`config.mk`:
```
export PLATFORM = sky130hd
export DESIGN_NAME = lcd_controller_serial_framer
export DESIGN_NICKNAME = d
export VERILOG_FILES = /design/src/hw/rtl/lcf_pkg.sv /design/src/hw/rtl/lcf_front.sv /design/src/hw/rtl/lcf_queue.sv /design/src/hw/rtl/lcf_back.sv /design/src/hw/rtl/lcd_controller_serial_framer.sv
export SDC_FILE = /design/constraint.sdc
export NUM_CORES = 1
export LEC_CHECK = 0
export ABC_CLOCK_PERIOD_IN_PS = 2520
export CELL_PAD_IN_SITES_DETAIL_PLACEMENT = 0
export CELL_PAD_IN_SITES_GLOBAL_PLACEMENT = 1
export CORE_UTILIZATION = 40
export DETAILED_ROUTE_END_ITERATION = 10
export DONT_BUFFER_PORTS = 1
export PLACE_DENSITY_LB_ADDON = 0.3
export SKIP_LAST_GASP = 1
export SYNTH_ARGS = -nofsm -noshare
export SYNTH_HDL_FRONTEND = slang
export SYNTH_SLANG_ARGS = --single-unit
```
`constraint.sdc`:
```
create_clock -name aclk -period 2.52 [get_ports aclk]
set_input_delay 0.378 -clock aclk [delete_from_list [all_inputs] [get_ports aclk]]
set_output_delay 0.378 -clock aclk [all_outputs]
set_load 0.1 [all_outputs]
```
`src/hw/rtl/lcf_pkg.sv`:
```
// Shared types and constants for the LCD serial framer.
package lcf_pkg;

    localparam int MAX_NIBBLES = 4;

    localparam int HDR_BITS = 9;
    localparam int CMD_BITS = 12;
    localparam int DATA_W   = 4 * MAX_NIBBLES;
    localparam int FRAME_W  = HDR_BITS + DATA_W;
    localparam int LEN_W    = $clog2(FRAME_W + 1);
    localparam int CNT_W    = $clog2(MAX_NIBBLES + 1);

    localparam int S_TDATA_W = 40;
    localparam int M_TDATA_W = 8;

    localparam logic [3:0] CMD_PREFIX = 4'b1000;
    localparam logic [2:0] WRITE_ID   = 3'b101;

    localparam logic KIND_CMD   = 1'b0;
    localparam logic KIND_WRITE = 1'b1;

    typedef struct packed {
        logic [FRAME_W-1:0] bits;   // MSB goes out first
        logic [LEN_W-1:0]   len;
    } frame_t;

endpackage

```
`src/hw/rtl/lcf_front.sv`:
```
// Front end: accepts request words and builds the frame bit vector and length.
module lcf_front
    import lcf_pkg::*;
(
    input  logic                 s_tvalid,
    output logic                 s_tready,
    input  logic [S_TDATA_W-1:0] s_tdata,
    input  logic                 s_tuser,
    input  logic                 q_full,
    output logic                 push,
    output frame_t               push_frame
);

    logic [7:0]        command_code;
    logic [4:0]        address;
    logic [2:0]        nibble_count;
    logic [15:0]       nibbles;
    logic [3:0]        dot_bits;
    logic [DATA_W-1:0] data_ext;
    logic [DATA_W-1:0] data_msb;
    logic [CNT_W-1:0]  cnt_sat;

    assign command_code = s_tdata[7:0];
    assign address      = s_tdata[12:8];
    assign nibble_count = s_tdata[15:13];
    assign nibbles      = s_tdata[31:16];
    assign dot_bits     = s_tdata[35:32];

    assign s_tready = !q_full;
    assign push     = s_tvalid && !q_full;

    // nibbles past the 16-bit field read as zero
    assign data_ext = DATA_W'(nibbles);

    always_comb begin
        data_msb = '0;
        for (int i = 0; i < MAX_NIBBLES; i++) begin
            data_msb[DATA_W-1-4*i -: 4] = data_ext[4*i +: 4];
        end
        data_msb[DATA_W-1 -: 4] = data_msb[DATA_W-1 -: 4] | dot_bits;
    end

    always_comb begin
        priority if (nibble_count == 3'd0) begin
            cnt_sat = CNT_W'(1);
        end else if (32'(nibble_count) > MAX_NIBBLES) begin
            cnt_sat = CNT_W'(MAX_NIBBLES);
        end else begin
            cnt_sat = CNT_W'(nibble_count);
        end
    end

    always_comb begin
        push_frame = '0;
        unique case (s_tuser)
            KIND_CMD: begin
                push_frame.bits[FRAME_W-1 -: CMD_BITS] = {CMD_PREFIX, command_code};
                push_frame.len = LEN_W'(CMD_BITS);
            end
            KIND_WRITE: begin
                push_frame.bits = {WRITE_ID, 1'b0, address, data_msb};
                push_frame.len  = LEN_W'(HDR_BITS) + LEN_W'({cnt_sat, 2'b00});
            end
            default: begin
                push_frame = '0;
            end
        endcase
    end

endmodule

```
`src/hw/rtl/lcf_queue.sv`:
```
// Two-entry queue of built frames between front and back end.
module lcf_queue
    import lcf_pkg::*;
(
    input  logic   aclk,
    input  logic   aresetn,
    input  logic   push,
    input  frame_t push_frame,
    output logic   full,
    input  logic   pop,
    output logic   not_empty,
    output frame_t head
);

    frame_t     entry_reg [2];
    logic       wr_ptr_reg, wr_ptr_next;
    logic       rd_ptr_reg, rd_ptr_next;
    logic [1:0] fill_reg, fill_next;

    assign full      = fill_reg == 2'd2;
    assign not_empty = fill_reg != 2'd0;
    assign head      = entry_reg[rd_ptr_reg];

    always_comb begin
        wr_ptr_next = wr_ptr_reg ^ push;
        rd_ptr_next = rd_ptr_reg ^ pop;
        fill_next   = fill_reg + 2'(push) - 2'(pop);
    end

    always_ff @(posedge aclk) begin
        if (!aresetn) begin
            wr_ptr_reg <= 1'b0;
            rd_ptr_reg <= 1'b0;
            fill_reg   <= 2'd0;
        end else begin
            wr_ptr_reg <= wr_ptr_next;
            rd_ptr_reg <= rd_ptr_next;
            fill_reg   <= fill_next;
        end
    end

    always_ff @(posedge aclk) begin
        if (push) begin
            entry_reg[wr_ptr_reg] <= push_frame;
        end
    end

endmodule

```
`src/hw/rtl/lcf_back.sv`:
```
// Back end: shifts one frame out a bit per word, MSB first, marking the last bit.
module lcf_back
    import lcf_pkg::*;
(
    input  logic                 aclk,
    input  logic                 aresetn,
    input  logic                 q_not_empty,
    input  frame_t               q_head,
    output logic                 pop,
    output logic                 m_tvalid,
    input  logic                 m_tready,
    output logic [M_TDATA_W-1:0] m_tdata,
    output logic                 m_tlast
);

    logic [FRAME_W-1:0] shift_reg, shift_next;
    logic [LEN_W-1:0]   left_reg, left_next;
    logic               fire;
    logic               final_bit;

    assign fire      = m_tvalid && m_tready;
    assign final_bit = left_reg == LEN_W'(1);
    assign pop       = q_not_empty && (left_reg == '0 || (fire && final_bit));

    assign m_tvalid = left_reg != '0;
    assign m_tdata  = M_TDATA_W'(shift_reg[FRAME_W-1]);
    assign m_tlast  = final_bit;

    always_comb begin
        shift_next = shift_reg;
        left_next  = left_reg;
        priority if (pop) begin
            shift_next = q_head.bits;
            left_next  = q_head.len;
        end else if (fire) begin
            shift_next = {shift_reg[FRAME_W-2:0], 1'b0};
            left_next  = left_reg - LEN_W'(1);
        end
    end

    always_ff @(posedge aclk) begin
        if (!aresetn) begin
            left_reg <= '0;
        end else begin
            left_reg <= left_next;
        end
    end

    always_ff @(posedge aclk) begin
        shift_reg <= shift_next;
    end

endmodule

```
`src/hw/rtl/lcd_controller_serial_framer.sv`:
```
// Top level of the three-wire LCD serial framer.
// The request word is registered in the frame queue, then loaded into the back end shift register.
// Throughput: one bit per cycle while m_tready is high; a frame is 12 bits (command) or
// 9 + 4 * nibble count bits (write), with the nibble count clamped to 1..4.
// A two-entry frame queue lets requests be taken while a frame is shifting out.
// Reset (aresetn low, synchronous) empties the queue and drops any frame in flight.
module lcd_controller_serial_framer
    import lcf_pkg::*;
(
    input  logic                 aclk,
    input  logic                 aresetn,
    input  logic                 s_tvalid,
    output logic                 s_tready,
    // [7:0] command_code, [12:8] address, [15:13] nibble_count,
    // [31:16] nibbles, [35:32] dot_bits, [39:36] zero
    input  logic [S_TDATA_W-1:0] s_tdata,
    // [0] kind
    input  logic                 s_tuser,
    output logic                 m_tvalid,
    input  logic                 m_tready,
    // [0] serial_bit, [7:1] zero
    output logic [M_TDATA_W-1:0] m_tdata,
    output logic                 m_tlast
);

    logic   q_full;
    logic   q_not_empty;
    logic   push;
    logic   pop;
    frame_t push_frame;
    frame_t q_head;

    lcf_front u_front (
        .s_tvalid   (s_tvalid),
        .s_tready   (s_tready),
        .s_tdata    (s_tdata),
        .s_tuser    (s_tuser),
        .q_full     (q_full),
        .push       (push),
        .push_frame (push_frame)
    );

    lcf_queue u_queue (
        .aclk       (aclk),
        .aresetn    (aresetn),
        .push       (push),
        .push_frame (push_frame),
        .full       (q_full),
        .pop        (pop),
        .not_empty  (q_not_empty),
        .head       (q_head)
    );

    lcf_back u_back (
        .aclk        (aclk),
        .aresetn     (aresetn),
        .q_not_empty (q_not_empty),
        .q_head      (q_head),
        .pop         (pop),
        .m_tvalid    (m_tvalid),
        .m_tready    (m_tready),
        .m_tdata     (m_tdata),
        .m_tlast     (m_tlast)
    );

endmodule

```
======== After elaboration in Yosys (flattened, before gate mapping) ========
Memory sizes are Yosys's and may differ from the RTL's. A register that Yosys moved wholly into a read port is not among the register bits.
Index checks and enable logic that the tools add are counted.
word-level totals
  memory bits (writable) .................. 60
  memories kept ........................... 1
  output and inout port bits .............. 11
  logic and storage cells ................. 40
  register bits ........................... 34
cells by class
  magnitude comparators ................... 1
  reductions and logical operators ........ 11
  bitwise gates (word level) .............. 4
  mux-type cells .......................... 12
  eq/ne operators ......................... 2
  $add $sub $neg .......................... 4
memory list
  memory             words  width  rd ports  clocked after memory_dff  write ports  line             source
  u_queue.entry_reg  2      30     1         1                         1            lcf_queue.sv:15  frame_t entry_reg [2];
operators by type and width
  operator                                                            number
  25-bit two-way mux                                                  2
  12-bit case mux with 2 select lines                                 1
  13-bit two-way mux                                                  1
  5-bit two-way mux                                                   2
  5-bit case mux with 2 select lines                                  1
  3-bit two-way mux                                                   2
  4-bit by 5-bit adder with 5-bit output, first input constant        1
  5-bit by 1-bit == test with 1-bit output, second input constant     1
  5-bit logical NOT                                                   1
  5-bit nonzero test                                                  1
  5-bit by 1-bit subtractor with 5-bit output, second input constant  1
  1-bit logical AND                                                   4
  4-bit OR                                                            1
  2-bit nonzero test                                                  2
  3-bit > comparator, second input constant                           1
  3-bit logical NOT                                                   1
  1-bit two-way mux                                                   3
  2-bit by 1-bit adder with 2-bit output                              1
  2-bit == test, second input constant                                1
  2-bit by 1-bit subtractor with 2-bit output                         1
  1-bit XOR                                                           2
  1-bit logical NOT                                                   1
  1-bit logical OR                                                    1
  1-bit NOT                                                           1

======== Logic depth before layout (Yosys ltp) ========
Gate-level depths: netlist of the first run.
  word-level depth ........................ 7
  mapped depth ............................ 12

======== By module ========
Synthesis of the first run repeated with hierarchy kept, for this count alone.
unflattened totals
  cell total of the unflattened synthesis .. 261
  area total of the unflattened synthesis .. 4324.1 µm²
modules (own cells, without submodules)
  module     area each (µm²)  cells each  instances
  lcf_queue  2522.4           114         1
  lcf_back   1477.7           103         1
  lcf_front  324.1            44          1

======== Least setup slack after synthesis of the first run ========
No wires, ideal clock.
  kind .................................... register to register
  start point ............................. register u_queue.fill_reg[0]
  end point ............................... memory u_queue.entry_reg[1][0] (netlist bit) (enable)
  stages on the path, launching flop included .. 5
  path buffers ............................ 0
  period minus slack after synthesis ...... 2.379 ns
  path slack .............................. 0.141 ns
  required time ........................... 2.136 ns
  arrival ................................. 1.995 ns
  cell sequence ........................... dfxtp_1 -> inv_1 -> nand2_1 -> and2_1 -> ha_1
on the way
  cells in the longest elaborated chain, start to end .. 5
ends and longest elaborated chain
  item                                     line                                source
  start, declared                          lcf_queue.sv:18                     logic [1:0] fill_reg, fill_next;
  start signal, assigned                   lcf_queue.sv:38                     fill_reg <= fill_next;
  2-bit == test                            lcf_queue.sv:20                     assign full = fill_reg == 2'd2;
  1-bit logical NOT                        -
  via s_tready                             lcd_controller_serial_framer.sv:13  output logic s_tready,
  1-bit logical AND                        lcf_front.sv:30                     assign push = s_tvalid && !q_full;
  1-bit two-way mux                        lcf_queue.sv:43                     if (push) begin
  1-bit two-way mux (implied by the code)  lcf_queue.sv:44                     entry_reg[wr_ptr_reg] <= push_frame;
  end, declared                            lcf_queue.sv:15
The timed path passes the listed nets, and every way through them passes these cells.

======== Final worst setup path of the first run ========
  start point ............................. register u_back.left_reg[0]
  end point ............................... register u_queue.fill_reg[1]
on the way
  cells in the longest elaborated chain, start to end .. 6
ends and longest elaborated chain
  item                                           line             source
  start, declared                                lcf_back.sv:17   logic [LEN_W-1:0] left_reg, left_next;
  start signal, assigned                         lcf_back.sv:45   left_reg <= left_next;
  5-bit nonzero test                             lcf_back.sv:25   assign m_tvalid = left_reg != '0;
  1-bit logical AND                              lcf_back.sv:21   assign fire = m_tvalid && m_tready;
  1-bit logical AND                              lcf_back.sv:23   assign pop = q_not_empty && (left_reg == '0 || (fire && final_bit));
  1-bit logical OR *                             lcf_back.sv:23
  1-bit logical AND *                            lcf_back.sv:23
  2-bit by 1-bit subtractor with 2-bit output *  lcf_queue.sv:27  fill_next = fill_reg + 2'(push) - 2'(pop);
Every way passes the cells marked *; elsewhere a longest branch is shown, timed or not.
A chain may end at the register's enable or synchronous reset.

==> results.md, run 1 <==
- CTS buffer count: 9
- Die area: 9660 sq um
- Startpoint Class: flip-flop
- R2R Path Start: u_back.left_reg[0]
- Starting density of the core: 0.419
- CP Data Arrival Time: 2360 ps
- Fin nets: 328
- Placer congestion estimate: 0.759
- RR Endpoint: u_queue.fill_reg[1]
- Register area share after synthesis: 0.661
- Failing checks: design-rule violations
- Synth cell types: 42
- Post-Route M1 WL: 2.62 mm
- H-tree level count: 3
- IO buf count: 0
- Max reg flops: 50
- Tot GR Track Use: 0.128
- Fin Clk Skew: 9.42 ps
- RSZ-0062 raised after global routing: no
- Synthesized area: 3710 sq um
- # fillers: 820
- Synth Register Bits: 85
- Yosys warning count: 0
- Post_cts resized: 0
- CTS tree: built
- Worst r2r path cells: 11
- CP Capture Type: flip-flop
- Endpoints failing setup: 0
- Clock tree buffer depth: 2
- Num rows: 34
- Min Tclk post-route: 2120 ps
- Largest net degree at the start of global routing: 42
- Antenna violations before repair: 0
- F_max: 471 MHz
- Core area: 8850 sq um
- Ys async rst share: 0
- Drt total wl: 5.69 mm
- Post-CTS Hold Buffers: 0
- Number of synthesized flops with an enable pin: 75
- Routed Antenna Nets: 0
- Commonest cells after routing, fill and taps aside: edfxtp_1, nor2_1, a21oi_1, mux2i_1, and2_1
- Pleak: 1.39 nW
- Commonest non-fill, non-tap cell in the layout: edfxtp_1
- Iteration count of the initial detailed-routing pass: 7
- Setup slack, reg-to-reg: 400 ps
- Sum Neg Setup Slack: 0 ps
- Detailed Route Iter0 Violations: 75
- Worst path required time: 2760 ps
- Main synth FF type: edfxtp_1
- Number of max-cap violations: 0
- CP max FO: 7
- Drt drc: 2
- Drt via density: 4.98
- Ports: 56
- Clk root buf: clkbuf_8
- Vias in the first global route: 1807
- WL per Instance: 14.6 um
- Type of the tightest min-delay check: in2reg
- Die height: 98.3 um
- Peak supply drop: 0.657 mV
- Hold Fails Final Rpt: 0
- Status: finished with violations
- Number of setup buffers added after CTS: 0
- Clock sinks: 85
- DP HPWL: 3.52 mm
- Pwr Total: 4.95 mW
- Slew HR: 0.415
- PwrDens: 1240 nW/um^2
- Slew Limit Fails: 0
- Clk_lat worst skew: 350 ps
- Vias: 1939
- Gr ovfl total: 0
- Hold Crit Depth: 0
- Reg clk slew, reported paths: 90 ps
- DR WL met3: 294 um
- First-pass GRT wire length: 9.23 mm
- Hold_sp: s_tuser
- Avg Cell Area, Syn: 13.7 sq um
- Final period utilization: 0.842
- Wire length on met2: 2.71 mm
- Number of diodes: 0
- Hold EP: u_queue.entry_reg[0][0]
- DR top layer: met4
- Synth Instances: 271
- Die Width: 98.3 um
- Layout cells sized above 1: 0.135
- Worst-Margin Slew: 879 ps
- Layout area overhead: 7.19%
- Worst Setup Path Type: reg2reg
==> worst max-delay path, cell delays in order, from the launching register on <==
cell	delay, ps
dfxtp_1	360
inv_1	90
ha_1	270
a21o_1	220
nand3_2	180
inv_2	50
ha_1	270
inv_1	40
ha_1	190
xor2_1	160
xnor2_1	130
nor2_1	50
==> layout make-up <==
class / instances / area, sq um / share of cell area
Multi-Input combinational cell: 162 / 1100 / 0.278
Clock inverter: 7 / 61.3 / 0.0154
Tap cell: 108 / 135 / 0.0340
Clock buffer: 9 / 124 / 0.0312
Sequential cell: 85 / 2450 / 0.617
Timing Repair Buffer: 8 / 60.1 / 0.0151
Inverter: 10 / 37.5 / 0.00944
==> Yosys cell counts (2+ instances only) <==
cell type | n | share of area
buf_2 | 4 | 0.0054
ha_1 | 7 | 0.024
edfxtp_1 | 75 | 0.61
o41ai_1 | 3 | 0.0071
inv_1 | 9 | 0.0091
nand2_1 | 3 | 0.0030
xnor2_1 | 2 | 0.0047
and2_1 | 17 | 0.029
mux2_2 | 5 | 0.015
o21a_1 | 2 | 0.0040
nand3_2 | 2 | 0.0054
nor3_1 | 2 | 0.0027
clkbuf_1 | 4 | 0.0040
nor2_1 | 37 | 0.037
dfxtp_1 | 10 | 0.054
a21oi_1 | 27 | 0.036
mux2i_1 | 25 | 0.067
nand3b_1 | 2 | 0.0040
buf_4 | 9 | 0.018
buf_6 | 3 | 0.0091
a21o_1 | 2 | 0.0040
==> per-layer routing <==
metal,GRT usage,vias to the layer above
met2,0.204,48
met5,0,-
met1,0.160,905
met3,0.0487,8
met4,0.0448,0
li1,-,978
==> through the flow <==
| stage | hold slack [ps] | utilization | cell area (sq um) | instances | setup WS, ps |
|---|---|---|---|---|---|
| floorplan | 477 | - | 3730 | 277 | 141 |
| global placement | 482 | 0.428 | 3790 | 373 | 444 |
| detailed placement | 483 | 0.428 | 3790 | 373 | 403 |
| CTS | 107 | 0.449 | 3980 | 389 | 385 |
| global route | 91.9 | 0.449 | 3980 | 389 | 261 |
| finish | 122 | 0.449 | 3980 | 389 | 399 |
==> report_power, final <==
| group | switching (mW) | leakage [nW] | total (mW) | internal (mW) |
|---|---|---|---|---|
| Sequential | 0.214 | 0.792 | 2.33 | 2.12 |
| Clock | 0.520 | 0.0945 | 0.901 | 0.380 |
| Combinational | 1.12 | 0.508 | 1.72 | 0.592 |
==> cell families after synthesis <==
family | synth area share
DFF | 0.661
and+or+nand+nor | 0.102
AOI/OAI and AO/OA | 0.0712
muxes | 0.0867
buffers and inverters | 0.0469
adders and majority gates | 0.0236
xor gates and xnor gates | 0.00709
other | 0.00101
==> how the worst max path moves through the flow <==
stage / startpoint / end / slack (ps) / cells past startpoint
floorplan: u_queue.fill_reg[0] / u_queue.entry_reg[1][0] / 140 / 4
global placement: u_back.left_reg[0] / u_queue.fill_reg[1] / 440 / 11
detailed placement: u_back.left_reg[0] / u_queue.fill_reg[1] / 400 / 11
CTS: u_back.left_reg[0] / u_queue.fill_reg[1] / 390 / 11
global route: u_back.left_reg[0] / u_queue.fill_reg[1] / 260 / 11
finish: u_back.left_reg[0] / u_queue.fill_reg[1] / 400 / 11
Note: power is estimated with default switching activity, not from simulation.
==> run 2, diff against run 1 <==
--- a/config.mk
+++ b/config.mk
@@ -5,7 +5,8 @@
 export SDC_FILE = /design/constraint.sdc
 export NUM_CORES = 1
 export LEC_CHECK = 0
-export ABC_CLOCK_PERIOD_IN_PS = 2520
+export ABC_AREA = 1
+export ABC_CLOCK_PERIOD_IN_PS = 2130
 export CELL_PAD_IN_SITES_DETAIL_PLACEMENT = 0
 export CELL_PAD_IN_SITES_GLOBAL_PLACEMENT = 1
 export CORE_UTILIZATION = 40
==> constraint.sdc (replaced) <==
create_clock -name aclk -period 2.13 [get_ports aclk]
set_input_delay 0.3195 -clock aclk [delete_from_list [all_inputs] [get_ports aclk]]
set_output_delay 0.3195 -clock aclk [all_outputs]
set_load 0.1 [all_outputs]
==> results.md, run 2 <==
- Multiplexer share of the synthesized area: 0
- Drt via density: 4.83
- CP Data Arrival Time: 2210 ps
- Ys async rst share: 0
- Hold_sp: aresetn
- Drt total wl: 6.26 mm
- Clock sinks: 85
- First-pass GRT wire length: 10.5 mm
- Placer congestion estimate: 0.816
- Clock tree buffer depth: 2
- Gr ovfl total: 0
- Number of synthesized flops with an enable pin: 75
- Synth area leader: edfxtp_1
- Layout area overhead: 10.3%
- Hold Crit Depth: 2
- Routed Antenna Nets: 0
- Compound-cell area share of the yosys netlist: 0.0603
- Endpoints failing setup: 0
- Detailed Route Iter0 Violations: 68
- Sum Neg Setup Slack: 0 ps
- Die height: 98.6 um
- Area contributors post-synth: edfxtp_1, nand2_1, dfxtp_1, nor2_1, inv_1
- WL per Instance: 13.2 um
- Drt drc: 0
- Peak supply drop: 0.588 mV
- Iteration count of the initial detailed-routing pass: 4
- CTS tree: built
- Number of setup buffers added after CTS: 0
- Crit path from: u_back.left_reg[0]
- PwrDens: 1490 nW/um^2
- Starting density of the core: 0.420
- Antenna violations before repair: 0
- Ports: 56
- Avg Cell Area, Syn: 10.6 sq um
- Tot GR Track Use: 0.143
- Num rows: 34
- Vias: 2285
- Synth Instances: 351
- Placed Cells: 457
- Die area: 9720 sq um
- Post-Synth XOR/XNOR Area: 0.00469
- Fin nets: 412
- Largest net degree at the start of global routing: 32
- Critical path cell sequence: inv_1 > ha_1 > inv_1 > nor2_2 > nand3_4 > nand2_4 > ha_4 > inv_2 > ha_4 > xnor2_2 > o21ai_1 > a21oi_1
- Fin Clk Skew: 11.3 ps
- Slew Limit Fails: 0
- Number of max-cap violations: 0
- Reg clk slew, reported paths: 80 ps
- Commonest cells in the netlist: nand2_1, edfxtp_1, nor2_1, inv_1, a31oi_1
- DP HPWL: 3.98 mm
- Final Non-Filler Cells: 473
- Pwr Total: 6.13 mW
- R2R Path Start: u_back.left_reg[0]
- Type of the tightest min-delay check: in2reg
- Fin util: 0.463
- CTS buffer count: 9
- Core area: 8890 sq um
- H-tree level count: 3
- Max reg flops: 50
- RSZ-0062 raised after global routing: no
- Synthesized area: 3730 sq um
- Main synth FF type: edfxtp_1
- Synth cell types: 32
- Largest family of logic cells by synthesized area: simple AND/OR/NAND/NOR gates
- Worst Setup Path Type: reg2reg
- IO buf count: 0
- Min Tclk post-route: 1930 ps
- Final period utilization: 0.906
- Vias in the first global route: 2130
- Yosys warning count: 0
- Number of diodes: 0
- Worst r2r path cells: 12
- Synth top area share: 0.603
- CP Capture Type: flip-flop
- Fraction of the mapped netlist area in simple logic gates: 0.180
- Die Width: 98.6 um
- Worst path required time: 2410 ps
- Status: finished, final reports clean
- Clk root buf: clkbuf_8
- Hold Fails Final Rpt: 0
- Startpoint Class: flip-flop
- Post-CTS Hold Buffers: 0
- Commonest cells after routing, fill and taps aside: nand2_1, edfxtp_1, nor2_1, inv_1, a31oi_1
- CP bufs+invs: 3
- Pleak: 1.70 nW
- RR Endpoint: u_queue.fill_reg[1]
- Hold_ws: 58.1 ps
- CP max stage delay: 340 ps
- Synth Register Bits: 85
- Count leader, synth: nand2_1
- Setup slack, reg-to-reg: 200 ps
- CP max FO: 7
- Register area share after synthesis: 0.657
- F_max: 518 MHz
- Synth Area in Adders: 0.0235
- Delay-heaviest family, CP: adder cells
- Hold EP: u_queue.fill_reg[0]
- Layout cells sized above 1: 0.137
- Clk_lat worst skew: 360 ps
- Crit-path slowest cell: dfxtp_2
- Commonest non-fill, non-tap cell in the layout: nand2_1
run 2: stage by stage:
| stage | setup WS (ps) | cell area (sq um) |
|---|---|---|
| CTS | 48.1 | 4120 |
| finish | 200 | 4120 |
| global placement | 85.0 | 3920 |
| floorplan | -87.0 | 3820 |
| detailed placement | 79.4 | 3920 |
| global route | 9.98 | 4120 |
run 2: kinds of logic after synthesis:
logic type               Yosys count
buffers and inverters             57
AND/OR/NAND/NOR                  162
flip-flops                        85
adder cells (fa/ha/maj)            7
other                              1
XOR/XNOR                           2
AO/OA/AOI/OAI                     37
run 2: worst max-delay path by stage:
stage | endpoint | slack [ps] | cells after the start
final | u_queue.fill_reg[1] | 200 | 12
after floorplan | u_queue.fill_reg[1] | -90 | 13
after CTS | u_queue.fill_reg[1] | 50 | 12
after global placement | u_back.shift_reg[22] | 80 | 10
after detailed placement | u_queue.fill_reg[1] | 80 | 12
after global routing | u_queue.fill_reg[1] | 10 | 12
run 2: final cells by class:
class                           instances  area (sq um)
Fill cell                             815          4770
Sequential cell                        85          2450
Multi-Input combinational cell        215          1090
Inverter                               37           139
Tap cell                              108           135
Clock buffer                            9           124
Timing Repair Buffer                   12           103
Clock inverter                          7          72.6
run 2: what timing repair did:
action,CTS,global route
resized for setup,0,1
setup endpoints to repair,0,7
endpoints found under the hold margin,0,0
run 2: worst reg2reg max path: cells and delay by family (launching register included):
| kind | cells | cell delay [ps] |
|---|---|---|
| simple gates | 3 | 470 |
| xor+xnor | 1 | 110 |
| flops | 1 | 340 |
| fa+ha+maj | 3 | 490 |
| buf+inv | 3 | 230 |
| compound gates | 2 | 220 |
run 2: layer usage:
layer / GRT usage / wire [um] / up-vias / part of all wire
li1: - / - / 1164 / -
met1: 0.195 / 3050 / 1070 / 0.49
met2: 0.215 / 2880 / 40 / 0.46
met3: 0.0348 / 204 / 11 / 0.033
met4: 0.0723 / 123 / 0 / 0.020
met5: 0 / 0 / - / 0
run 2: power breakdown:
part	leakage, nW	switching [mW]	internal, mW
combinational	0.812	1.59	0.735
clock	0.0976	0.592	0.546
sequential	0.794	0.167	2.50
total	1.70	2.35	3.78
==> run 3, diff against run 2 <==
--- a/config.mk
+++ b/config.mk
@@ -12,7 +12,7 @@
 export CORE_UTILIZATION = 40
 export DETAILED_ROUTE_END_ITERATION = 10
 export DONT_BUFFER_PORTS = 1
-export PLACE_DENSITY_LB_ADDON = 0.3
+export PLACE_DENSITY_LB_ADDON = 0.25
 export SKIP_LAST_GASP = 1
 export SYNTH_ARGS = -nofsm -noshare
 export SYNTH_HDL_FRONTEND = slang
==> results.md, run 3 (synthesis results as in run 2) <==
- Drt via density: 4.78
- Fin nets: 413
- CTS tree: built
- Commonest cells after routing, fill and taps aside: nand2_1, edfxtp_1, nor2_1, inv_1, a31oi_1
- H-tree level count: 3
- Pleak: 1.72 nW
- IO buf count: 0
- Ports: 56
- # fillers: 819
- Type of the tightest min-delay check: in2reg
- F_max: 523 MHz
- Max reg flops: 50
- CP max FO: 5
- Vias in the first global route: 2112
- Status: finished, final reports clean
- CP Data Arrival Time: 1590 ps
- Fin Clk Skew: 8.13 ps
- Slew Limit Fails: 0
- Hold Fails Final Rpt: 0
- Reg clk slew, reported paths: 80 ps
- DR WL met3: 253 um
- Multi-input logic area: 1090 sq um
- Number of max-cap violations: 0
- Clock tree buffer depth: 2
- Tot GR Track Use: 0.144
- RSZ-0062 raised after global routing: no
- Die height: 98.6 um
- Die area: 9720 sq um
- Clock sinks: 85
- Vias: 2267
- Num rows: 34
- Iteration count of the initial detailed-routing pass: 4
- Final period utilization: 0.897
- Delay-heaviest family, CP: buffers and inverters
- Number of diodes: 0
- Largest net degree at the start of global routing: 51
- DR top layer: met4
- CP Capture Type: output pin
- Peak supply drop: 0.640 mV
- Starting density of the core: 0.420
- Routed Antenna Nets: 0
- CP bufs+invs: 4
- Antenna violations before repair: 0
- Startpoint Class: flip-flop
- Worst Setup Path Type: reg2out
- Post-CTS Hold Buffers: 0
- Layout cells sized above 1: 0.137
- Layout area overhead: 11.1%
- PwrDens: 1500 nW/um^2
- Crit-path slowest cell: dfxtp_2
- WL per Instance: 13.1 um
- Core area: 8890 sq um
- CTS buffer count: 9
- Drt drc: 0
- Clk_lat worst skew: 350 ps
- Slew HR: 0.430
- Fin util: 0.466
- Clk root buf: clkbuf_8
- CP max stage delay: 370 ps
- Detailed Route Iter0 Violations: 99
- First-pass GRT wire length: 10.5 mm
- Critical path cell sequence: inv_1 > ha_1 > inv_1 > nor2_2 > buf_4 > nand2_4 > buf_4
- Min Tclk post-route: 1910 ps
- Wire length on met2: 2.99 mm
- Register Area: 2450 sq um
- Dpl cell area: 3930 sq um
- Worst-Margin Slew: 854 ps
- Post-Route M1 WL: 2.89 mm
- Commonest non-fill, non-tap cell in the layout: nand2_1
- Drt total wl: 6.22 mm
- Gr ovfl total: 0
- Die Width: 98.6 um
- Design Area, Final: 4150 sq um
- Placer congestion estimate: 0.798
- Endpoints failing setup: 0
- Sum Neg Setup Slack: 0 ps
- Worst path required time: 1810 ps
- DP HPWL: 3.87 mm
run 3: worst paths after layout:
| path | from | endpoint | slack [ps] | depth (start not counted) |
|---|---|---|---|---|
| setup / recovery | u_back.left_reg[0] | m_tvalid | 220 | 7 |
| hold / removal | s_tuser | u_queue.entry_reg[0][0] | 70 | 0 |
| setup reg to reg | u_back.left_reg[0] | u_back.shift_reg[21] | 280 | 9 |
| hold reg to reg | u_queue.rd_ptr_reg | u_queue.rd_ptr_reg | 490 | 1 |
run 3: report_power, final:
group | internal [mW] | switching (mW) | leakage, nW
clock | 0.654 | 0.553 | 0.108
sequential | 2.50 | 0.167 | 0.794
combinational | 0.748 | 1.61 | 0.818
run 3: routing by layer:
metal / track usage / vias up
li1: - / 1163
met1: 0.181 / 1036
met2: 0.234 / 61
met3: 0.0475 / 7
met4: 0.0517 / 0
met5: 0 / -
run 3: worst register-to-register path, stage by stage, from the launching register on:
cell	delay [ps]
dfxtp_2	370
inv_1	100
ha_1	200
inv_1	60
nor2_2	50
buf_4	140
nand2_4	50
nand2_1	90
nand2_2	170
buf_6	290
run 3: cell type report:
| type | count | area share |
|---|---|---|
| well taps | 108 | 0.0326 |
| clock buffers | 9 | 0.0299 |
| inverters | 37 | 0.0335 |
| flip-flops and latches | 85 | 0.592 |
| clock inverters | 7 | 0.0217 |
| repair buffers | 13 | 0.0275 |
| multi-input cells | 215 | 0.263 |
run 3: what timing repair did:
action | CTS | global route
endpoints found under the setup margin | 0 | 27
hold endpoints to repair | 0 | 0
setup buffers | 0 | 0
resized for setup | 0 | 2
run 3: through the flow:
stage | setup slack (ps) | power (mW) | cells | hold slack [ps]
after floorplan | -87.0 | 4.61 | 357 | 413
after global placement | 199 | 5.03 | 458 | 421
after detailed placement | 156 | 5.07 | 458 | 420
after CTS | 121 | 6.28 | 474 | 55.0
after global routing | 80.6 | 6.70 | 474 | 37.3
final | 219 | 6.23 | 474 | 73.1
